<file path="src/rtl/core/msp_pkg.sv">
// Package for the multi-stack shared pool: payload types, codes and the
// command/status structs between controller and datapath. No dependencies.
`default_nettype none

package msp_pkg;

    localparam int POOL_SIZE_DEF   = 16;
    localparam int NUM_STACKS_DEF  = 4;
    localparam int VALUE_WIDTH_DEF = 32;

    localparam logic [1:0] KIND_PUSH = 2'd0;
    localparam logic [1:0] KIND_POP  = 2'd1;
    localparam logic [1:0] KIND_TOP  = 2'd2;
    localparam logic [1:0] KIND_NONE = 2'd3;

    localparam logic [1:0] ST_OK     = 2'd0;
    localparam logic [1:0] ST_BAD_ID = 2'd1;
    localparam logic [1:0] ST_EMPTY  = 2'd2;
    localparam logic [1:0] ST_FULL   = 2'd3;

    typedef struct packed {
        logic [1:0]         kind;
        logic [2:0]         stack_id;
        logic signed [31:0] value;
    } req_t;

    typedef struct packed {
        logic signed [31:0] top_value;
        logic [1:0]         status;
    } rsp_t;

    // controller -> datapath
    typedef struct packed {
        logic clr;
        logic take;
        logic eval;
        logic commit;
        logic load;
    } cmd_t;

    // datapath -> controller
    typedef struct packed {
        logic clr_last;
        logic needs_mem;
    } sts_t;

endpackage

`default_nettype wire

</file>
<file path="src/rtl/core/multi_stack_shared_pool.sv">
// Top level of the multi-stack shared pool: controller plus datapath.
// Depends on msp_pkg, msp_ctrl, msp_dp (and msp_ram through msp_dp).
//
//   channel | signals                      | direction | carries
//   req     | req_valid, req_ready, req    | in        | kind, stack_id, value
//   rsp     | rsp_valid, rsp_ready, rsp    | out       | top_value, status
//
// A request that touches the pool steps through accept, evaluate, RAM read and
// relink, and result; one that fails or is kind 3 skips the RAM read and relink
// step. A new request is taken only after the result step.
// After reset a clearing pass builds the free list in the link RAM; req_ready
// stays low during it.
// A stalled result sits in the output register while the next request is taken
// and evaluated; the block holds before loading a new result until it drains.
`default_nettype none

module multi_stack_shared_pool #(
    parameter int POOL_SIZE   = msp_pkg::POOL_SIZE_DEF,
    parameter int NUM_STACKS  = msp_pkg::NUM_STACKS_DEF,
    parameter int VALUE_WIDTH = msp_pkg::VALUE_WIDTH_DEF
) (
    input  wire logic          clk,
    input  wire logic          rst_n,
    input  wire logic          req_valid,
    output logic               req_ready,
    input  wire msp_pkg::req_t req,
    output logic               rsp_valid,
    input  wire logic          rsp_ready,
    output msp_pkg::rsp_t      rsp
);

    import msp_pkg::*;

    cmd_t cmd;
    sts_t sts;

    msp_ctrl u_ctrl (
        .clk       (clk),
        .rst_n     (rst_n),
        .req_valid (req_valid),
        .req_ready (req_ready),
        .rsp_valid (rsp_valid),
        .rsp_ready (rsp_ready),
        .sts       (sts),
        .cmd       (cmd)
    );

    msp_dp #(
        .POOL_SIZE   (POOL_SIZE),
        .NUM_STACKS  (NUM_STACKS),
        .VALUE_WIDTH (VALUE_WIDTH)
    ) u_dp (
        .clk   (clk),
        .rst_n (rst_n),
        .req   (req),
        .cmd   (cmd),
        .sts   (sts),
        .rsp   (rsp)
    );

endmodule

`default_nettype wire

</file>
<file path="src/rtl/core/msp_ram.sv">
// Generic single-write, single-read RAM with registered read data.
// No dependencies.
`default_nettype none

module msp_ram #(
    parameter int WIDTH = 32,
    parameter int DEPTH = 16
) (
    input  wire logic                     clk,
    input  wire logic                     we,
    input  wire logic [$clog2(DEPTH)-1:0] waddr,
    input  wire logic [WIDTH-1:0]         wdata,
    input  wire logic [$clog2(DEPTH)-1:0] raddr,
    output logic      [WIDTH-1:0]         rdata
);

    logic [WIDTH-1:0] mem [DEPTH];

    always_ff @(posedge clk)
    begin
        if (we)
        begin
            mem[waddr] <= wdata;
        end
        rdata <= mem[raddr];
    end

endmodule

`default_nettype wire

</file>
<file path="src/rtl/core/msp_ctrl.sv">
// Controller for the multi-stack shared pool: sequences clear, evaluate,
// commit and result steps. Depends on msp_pkg.
`default_nettype none

module msp_ctrl (
    input  wire logic          clk,
    input  wire logic          rst_n,
    input  wire logic          req_valid,
    output logic               req_ready,
    output logic               rsp_valid,
    input  wire logic          rsp_ready,
    input  wire msp_pkg::sts_t sts,
    output msp_pkg::cmd_t      cmd
);

    import msp_pkg::*;

    typedef enum logic [2:0] {
        S_CLEAR,
        S_IDLE,
        S_EVAL,
        S_COMMIT,
        S_DONE
    } state_t;

    state_t state_reg;
    logic   rsp_valid_reg;
    logic   slot_free;

    assign slot_free  = !rsp_valid_reg || rsp_ready;
    assign req_ready  = (state_reg == S_IDLE);
    assign rsp_valid  = rsp_valid_reg;

    assign cmd.clr    = (state_reg == S_CLEAR);
    assign cmd.take   = (state_reg == S_IDLE) && req_valid;
    assign cmd.eval   = (state_reg == S_EVAL);
    assign cmd.commit = (state_reg == S_COMMIT);
    assign cmd.load   = (state_reg == S_DONE) && slot_free;

    always_ff @(posedge clk or negedge rst_n)
    begin
        if (!rst_n)
        begin
            state_reg     <= S_CLEAR;
            rsp_valid_reg <= 1'b0;
        end
        else
        begin
            // a new result loads in the same cycle the old one drains
            if ((state_reg == S_DONE) && slot_free)
            begin
                rsp_valid_reg <= 1'b1;
            end
            else if (rsp_valid_reg && rsp_ready)
            begin
                rsp_valid_reg <= 1'b0;
            end
            case (state_reg)
                S_CLEAR:
                begin
                    if (sts.clr_last)
                    begin
                        state_reg <= S_IDLE;
                    end
                end
                S_IDLE:
                begin
                    if (req_valid)
                    begin
                        state_reg <= S_EVAL;
                    end
                end
                S_EVAL:
                begin
                    state_reg <= sts.needs_mem ? S_COMMIT : S_DONE;
                end
                S_COMMIT:
                begin
                    state_reg <= S_DONE;
                end
                S_DONE:
                begin
                    // hold the result until the output register frees up
                    if (slot_free)
                    begin
                        state_reg <= S_IDLE;
                    end
                end
                default:
                begin
                    state_reg <= S_CLEAR;
                end
            endcase
        end
    end

endmodule

`default_nettype wire

</file>
<file path="src/rtl/core/msp_dp.sv">
// Datapath for the multi-stack shared pool: head registers, free head,
// value and link RAMs, result registers. Depends on msp_pkg and msp_ram.
`default_nettype none

module msp_dp #(
    parameter int POOL_SIZE   = msp_pkg::POOL_SIZE_DEF,
    parameter int NUM_STACKS  = msp_pkg::NUM_STACKS_DEF,
    parameter int VALUE_WIDTH = msp_pkg::VALUE_WIDTH_DEF
) (
    input  wire logic          clk,
    input  wire logic          rst_n,
    input  wire msp_pkg::req_t req,
    input  wire msp_pkg::cmd_t cmd,
    output msp_pkg::sts_t      sts,
    output msp_pkg::rsp_t      rsp
);

    import msp_pkg::*;

    localparam int AW = $clog2(POOL_SIZE);
    localparam int IW = $clog2(POOL_SIZE + 1);
    localparam int SW = (NUM_STACKS > 1) ? $clog2(NUM_STACKS) : 1;
    localparam logic [IW-1:0] END_MARK = IW'(POOL_SIZE);

    req_t          req_reg;
    logic [AW-1:0] clr_cnt_reg;
    logic [IW-1:0] free_head_reg;
    logic [IW-1:0] head_reg [NUM_STACKS];
    logic [AW-1:0] tgt_reg;
    rsp_t          res_reg;
    rsp_t          rsp_reg;

    logic [SW-1:0] sid_idx;
    logic          sid_ok;
    logic          is_push;
    logic          is_pop_top;
    logic [IW-1:0] cur_head;
    logic          head_end;
    logic          free_end;
    logic [1:0]    ev_status;
    logic [IW-1:0] tgt;

    logic          link_we;
    logic [AW-1:0] link_waddr;
    logic [IW-1:0] link_wdata;
    logic [IW-1:0] link_rd;
    logic [63:0]   val_sx;
    logic [VALUE_WIDTH-1:0] val_rd;
    logic [63:0]   val_rd64;

    assign sid_idx    = req_reg.stack_id[SW-1:0];
    assign sid_ok     = 4'(req_reg.stack_id) < 4'(NUM_STACKS);
    assign is_push    = (req_reg.kind == KIND_PUSH);
    assign is_pop_top = (req_reg.kind inside {KIND_POP, KIND_TOP});
    assign cur_head   = head_reg[sid_idx];
    assign head_end   = (cur_head >= END_MARK);
    assign free_end   = (free_head_reg >= END_MARK);
    assign tgt        = is_push ? free_head_reg : cur_head;

    always_comb
    begin
        if (req_reg.kind == KIND_NONE)
            ev_status = ST_OK;
        else if (!sid_ok)
            ev_status = ST_BAD_ID;
        else if (is_push)
            ev_status = free_end ? ST_FULL : ST_OK;
        else if (is_pop_top)
            ev_status = head_end ? ST_EMPTY : ST_OK;
        else
            ev_status = ST_OK;
    end

    assign sts.needs_mem = sid_ok && (req_reg.kind != KIND_NONE) && (ev_status == ST_OK);
    assign sts.clr_last  = cmd.clr && (clr_cnt_reg == AW'(POOL_SIZE - 1));

    // link RAM: clearing pass writes entry i -> i+1; a push or pop commit relinks the target
    assign link_we    = cmd.clr || (cmd.commit && (is_push || req_reg.kind == KIND_POP));
    assign link_waddr = cmd.clr ? clr_cnt_reg : tgt_reg;
    assign link_wdata = cmd.clr ? (IW'(clr_cnt_reg) + IW'(1))
                                : (is_push ? cur_head : free_head_reg);

    msp_ram #(
        .WIDTH (IW),
        .DEPTH (POOL_SIZE)
    ) u_link_ram (
        .clk   (clk),
        .we    (link_we),
        .waddr (link_waddr),
        .wdata (link_wdata),
        .raddr (tgt[AW-1:0]),
        .rdata (link_rd)
    );

    assign val_sx = {{32{req_reg.value[31]}}, req_reg.value};

    msp_ram #(
        .WIDTH (VALUE_WIDTH),
        .DEPTH (POOL_SIZE)
    ) u_value_ram (
        .clk   (clk),
        .we    (cmd.eval && sts.needs_mem && is_push),
        .waddr (free_head_reg[AW-1:0]),
        .wdata (val_sx[VALUE_WIDTH-1:0]),
        .raddr (tgt[AW-1:0]),
        .rdata (val_rd)
    );

    assign val_rd64 = 64'(val_rd);

    always_ff @(posedge clk or negedge rst_n)
    begin
        if (!rst_n)
        begin
            clr_cnt_reg   <= '0;
            free_head_reg <= '0;
            for (int i = 0; i < NUM_STACKS; i++)
            begin
                head_reg[i] <= END_MARK;
            end
        end
        else
        begin
            if (cmd.clr)
            begin
                clr_cnt_reg <= clr_cnt_reg + AW'(1);
            end
            if (cmd.commit)
            begin
                if (is_push)
                begin
                    free_head_reg     <= link_rd;
                    head_reg[sid_idx] <= IW'(tgt_reg);
                end
                else if (req_reg.kind == KIND_POP)
                begin
                    head_reg[sid_idx] <= link_rd;
                    free_head_reg     <= IW'(tgt_reg);
                end
            end
        end
    end

    always_ff @(posedge clk)
    begin
        if (cmd.take)
        begin
            req_reg <= req;
        end
        if (cmd.eval)
        begin
            tgt_reg           <= tgt[AW-1:0];
            res_reg.status    <= ev_status;
            res_reg.top_value <= '0;
        end
        if (cmd.commit && req_reg.kind == KIND_TOP)
        begin
            res_reg.top_value <= val_rd64[31:0];
        end
        if (cmd.load)
        begin
            rsp_reg <= res_reg;
        end
    end

    assign rsp = rsp_reg;

    // a push links the former free head in front of the stack
    assert property (@(posedge clk) disable iff (!rst_n)
        cmd.commit && is_push |=> head_reg[$past(sid_idx)] == IW'($past(tgt_reg)))
        else $error("push did not link the taken entry as stack head");

    // a request that fails or needs no memory step leaves the free list alone
    assert property (@(posedge clk) disable iff (!rst_n)
        cmd.eval && !sts.needs_mem |=> $stable(free_head_reg))
        else $error("free head changed on a request without commit");

    // at evaluate, the free head is never also the head of the addressed stack
    assert property (@(posedge clk) disable iff (!rst_n)
        cmd.eval && sid_ok && !free_end && !head_end |-> free_head_reg != cur_head)
        else $error("free head and stack head share an entry");

endmodule

`default_nettype wire

</file>
<file path="config.mk">
export PLATFORM = sky130hd
export DESIGN_NAME = multi_stack_shared_pool
export DESIGN_NICKNAME = d
export VERILOG_FILES = /design/src/rtl/core/msp_pkg.sv /design/src/rtl/core/multi_stack_shared_pool.sv /design/src/rtl/core/msp_ram.sv /design/src/rtl/core/msp_ctrl.sv /design/src/rtl/core/msp_dp.sv
export SDC_FILE = /design/constraint.sdc
export NUM_CORES = 1
export LEC_CHECK = 0
export BUFFER_PORTS_ARGS = -buffer_cell sky130_fd_sc_hd__buf_2
export CAP_MARGIN = 20
export CORE_MARGIN = 2
export CORE_UTILIZATION = 55
export DETAILED_ROUTE_END_ITERATION = 8
export PLACE_DENSITY = 0.75
export SKIP_CTS_REPAIR_TIMING = 1
export SYNTH_ARGS = -nofsm -noshare
export SYNTH_HDL_FRONTEND = slang
export SYNTH_HIERARCHICAL = 1
export SYNTH_SLANG_ARGS = --single-unit
</file>
<file path="constraint.sdc">
create_clock -name clk -period 11.7 [get_ports clk]
set_input_delay 3.51 -clock clk [delete_from_list [all_inputs] [get_ports clk]]
set_output_delay 3.51 -clock clk [all_outputs]
set_load 0.02 [all_outputs]
</file>
==> flow_summary.json <==
{
  "rows": 83,
  "yosysSeqAreaShare": 0.793,
  "grt_max_degree": 92,
  "cts_max_path_buffers": 3,
  "start_util": 0.556,
  "core-area_sq_um": 51300,
  "tightestPinTransition_ns": 1.07,
  "drc": 0,
  "final_cells": 2172,
  "gr-total-overflow": 0,
  "die_h_um": 232,
  "synth-xor-area-share": 0.00153,
  "routedWlPerCell_um": 27.7,
  "wl_met3_um": 5240,
  "synth_area_sq_um": 28500,
  "vias": 13500,
  "finalCritPeriodShare": 0.437,
  "report.final.slew_viol_count": 0,
  "post-synth-top-area-fraction": 0.738,
  "io-pin-count": 77,
  "critPathKind": "reg -> out",
  "dieArea_sq_um": 53700,
  "hp-class": "reg -> reg",
  "io_buffers": 76,
  "avgSynthCellArea_sq_um": 21.8,
  "fin_crit_ns": 5.12,
  "hold_depth": 0,
  "ant_nets": 0,
  "reg2regPathDepth": 7,
  "ys_types": 47,
  "antenna_found_initial": 0,
  "grt_pass1_wl_um": 88800,
  "grt_pass1_vias": 13700,
  "die_x_um": 232,
  "syn_nets": 1353,
  "status": "completed",
  "rsz0062_at_grt": "no",
  "ys_warn_count": 6,
  "finalSetupTns_ns": 0,
  "synth_compound_area_frac": 0.0239,
  "placed_cells": 2032,
  "fin_skew_ns": 0.0301,
  "htree_levels": 3,
  "hold_viol": 0,
  "nets": 1478,
  "synth-simple-area-share": 0.0328,
  "drv_cap": 0,
  "synth_edf_count": 701,
  "synth-main-ff-cell": "edfxtp_1",
  "vias_per_cell": 6.22,
  "yosys.area.top_type": "edfxtp_1",
  "yosys-mux-area-fraction": 0.135,
  "async_reset_ff_frac": 0.0428,
  "clk_pin_slew_ns": 0.06,
  "route.top_layer_used": "met4",
  "cp.required_ns": 8.19,
  "powerDensity_nw_per_um2": 210,
  "drt_iter0_drc": 1381,
  "power_uw": 6800,
  "ys_ff_latch": 771,
  "start_kind": "flip-flop",
  "syn_to_final_growth_pct": 13.2,
  "cts_tree": "built",
  "fill_cells": 3386,
  "layout-drive-gt1-share": 0.292,
  "leakagePower_uw": 0.0105,
  "endpoint_kind": "output pin",
  "clock_sinks": 771,
  "synth_top_family_by_area": "multiplexers",
  "gp_congestion": 0.802,
  "clock.fmax_mhz": 195,
  "setup_ws_ns": 6.58,
  "dr.pass1.iters": 5,
  "slew_headroom": 0.284,
  "antenna_cells": 0,
  "place_ws_ns": 6.65,
  "largest_reg_flops": 512,
  "synth_fa_ha_area_frac": 0.00219,
  "critPathArrivalTime_ns": 1.61,
  "wl_met2_um": 30000,
  "syn_inst": 1307,
  "dpl.hpwl_um": 29600,
  "grt_usage": 0.230,
  "path_max_fanout": 8,
  "wl_met1_um": 23900,
  "cts_buffers": 76,
  "ctsRootBufferMaster": "clkbuf_16",
  "finalSetupViolCount": 0,
  "finalWirelength_um": 60200,
  "vdd_drop_max_mv": 0.154,
  "yosys-top-cells-area": "edfxtp_1 74%, mux4_2 12%, dfxtp_1 2.6%",
  "insertion_delay_ns": 0.63
}
[path summary, 6_finish.rpt]
kind                                     start  slack, ns                    endpoint
max in group asynchronous                rst_n       8.26           u_dp/head_reg[18]
min                            u_dp/res_reg[8]       0.42                 u_dp/rsp[8]
max                        u_ctrl/state_reg[1]       6.58                   req_ready
min reg2reg                    u_dp/res_reg[8]       0.42                 u_dp/rsp[8]
max reg2reg                   u_dp/req_reg[32]       7.12  u_dp/u_value_ram/rdata[21]
min in group asynchronous                rst_n       2.95           u_dp/head_reg[11]
[cells in the mapped netlist (5+ instances only)]
library cell	instances
nand2_1	55
buf_4	13
ha_1	5
clkbuf_1	27
edfxtp_1	701
and3_1	33
nor2b_1	9
nand2b_1	8
dfrtp_1	29
buf_2	9
dfxtp_1	37
nand3_1	13
mux2_2	32
mux4_2	151
nand3b_1	9
a22oi_1	69
buf_1	9
nor3_1	10
nor2_1	32
[per-layer routing]
layer,global-route usage,vias to the layer above
li1,-,5655
met1,0.321,7086
met2,0.379,687
met3,0.0406,82
met4,0.0645,0
met5,0,-
[cells by family after synthesis]
group | after synthesis
AOI/OAI and AO/OA | 91
xor gates and xnor gates | 5
adders and majority gates | 5
buffers and inverters | 66
DFF | 771
muxes | 189
and+or+nand+nor | 180
[worst max-delay path, cell delays in order, from the launching register on]
cell      delay (ns)
dfrtp_1         0.46
nand2b_1        0.21
nor2_1          0.14
buf_2           0.18
[per-stage QoR]
step,hold WS [ns],instance area (sq um),util
2_1_floorplan,0.400,28500,-
3_3_place_gp,0.404,29800,0.582
3_5_place_dp,0.405,29900,0.582
4_1_cts,0.418,32300,0.630
5_1_grt,0.421,32300,0.630
6_report,0.417,32300,0.630
[where the power goes]
part           switching [uW]  internal, uW  total [uW]
Sequential                138          3330        3470
Combinational             572           388         960
Clock                    1010          1350        2370
Total                    1720          5070        6800
[cells in the final DEF (no fill, tap or decap), drive strengths merged, types with 4 or more instances in the layout]
| cell | netlist | final |
|---|---|---|
| ha | 5 | 5 |
| nor2 | 32 | 32 |
| nand2 | 55 | 55 |
| mux4 | 153 | 153 |
| a22o | 4 | 4 |
| mux2i | 4 | 4 |
| inv | 4 | 9 |
| nand3 | 13 | 13 |
| nor2b | 9 | 9 |
| nand3b | 9 | 9 |
| bufinv | 0 | 5 |
| and3 | 33 | 33 |
| nand2b | 8 | 8 |
| o21ai | 4 | 4 |
| edfxtp | 701 | 701 |
| clkinv | 0 | 28 |
| dfxtp | 37 | 37 |
| buf | 35 | 108 |
| dfstp | 4 | 4 |
| mux2 | 32 | 32 |
| a21oi | 4 | 4 |
| clkbuf | 27 | 99 |
| nor3 | 11 | 11 |
| a22oi | 70 | 70 |
| dfrtp | 29 | 29 |
[area by class of cell]
cell class | instances | area, sq um | area share
flip-flops and latches | 771 | 22600 | 0.700
repair buffers | 109 | 642 | 0.0199
well taps | 680 | 851 | 0.0263
clock buffers | 98 | 2040 | 0.0630
clock inverters | 40 | 394 | 0.0122
inverters | 4 | 15.0 | 0.000465
multi-input cells | 470 | 5760 | 0.178
(Power assumes the default switching activity.)
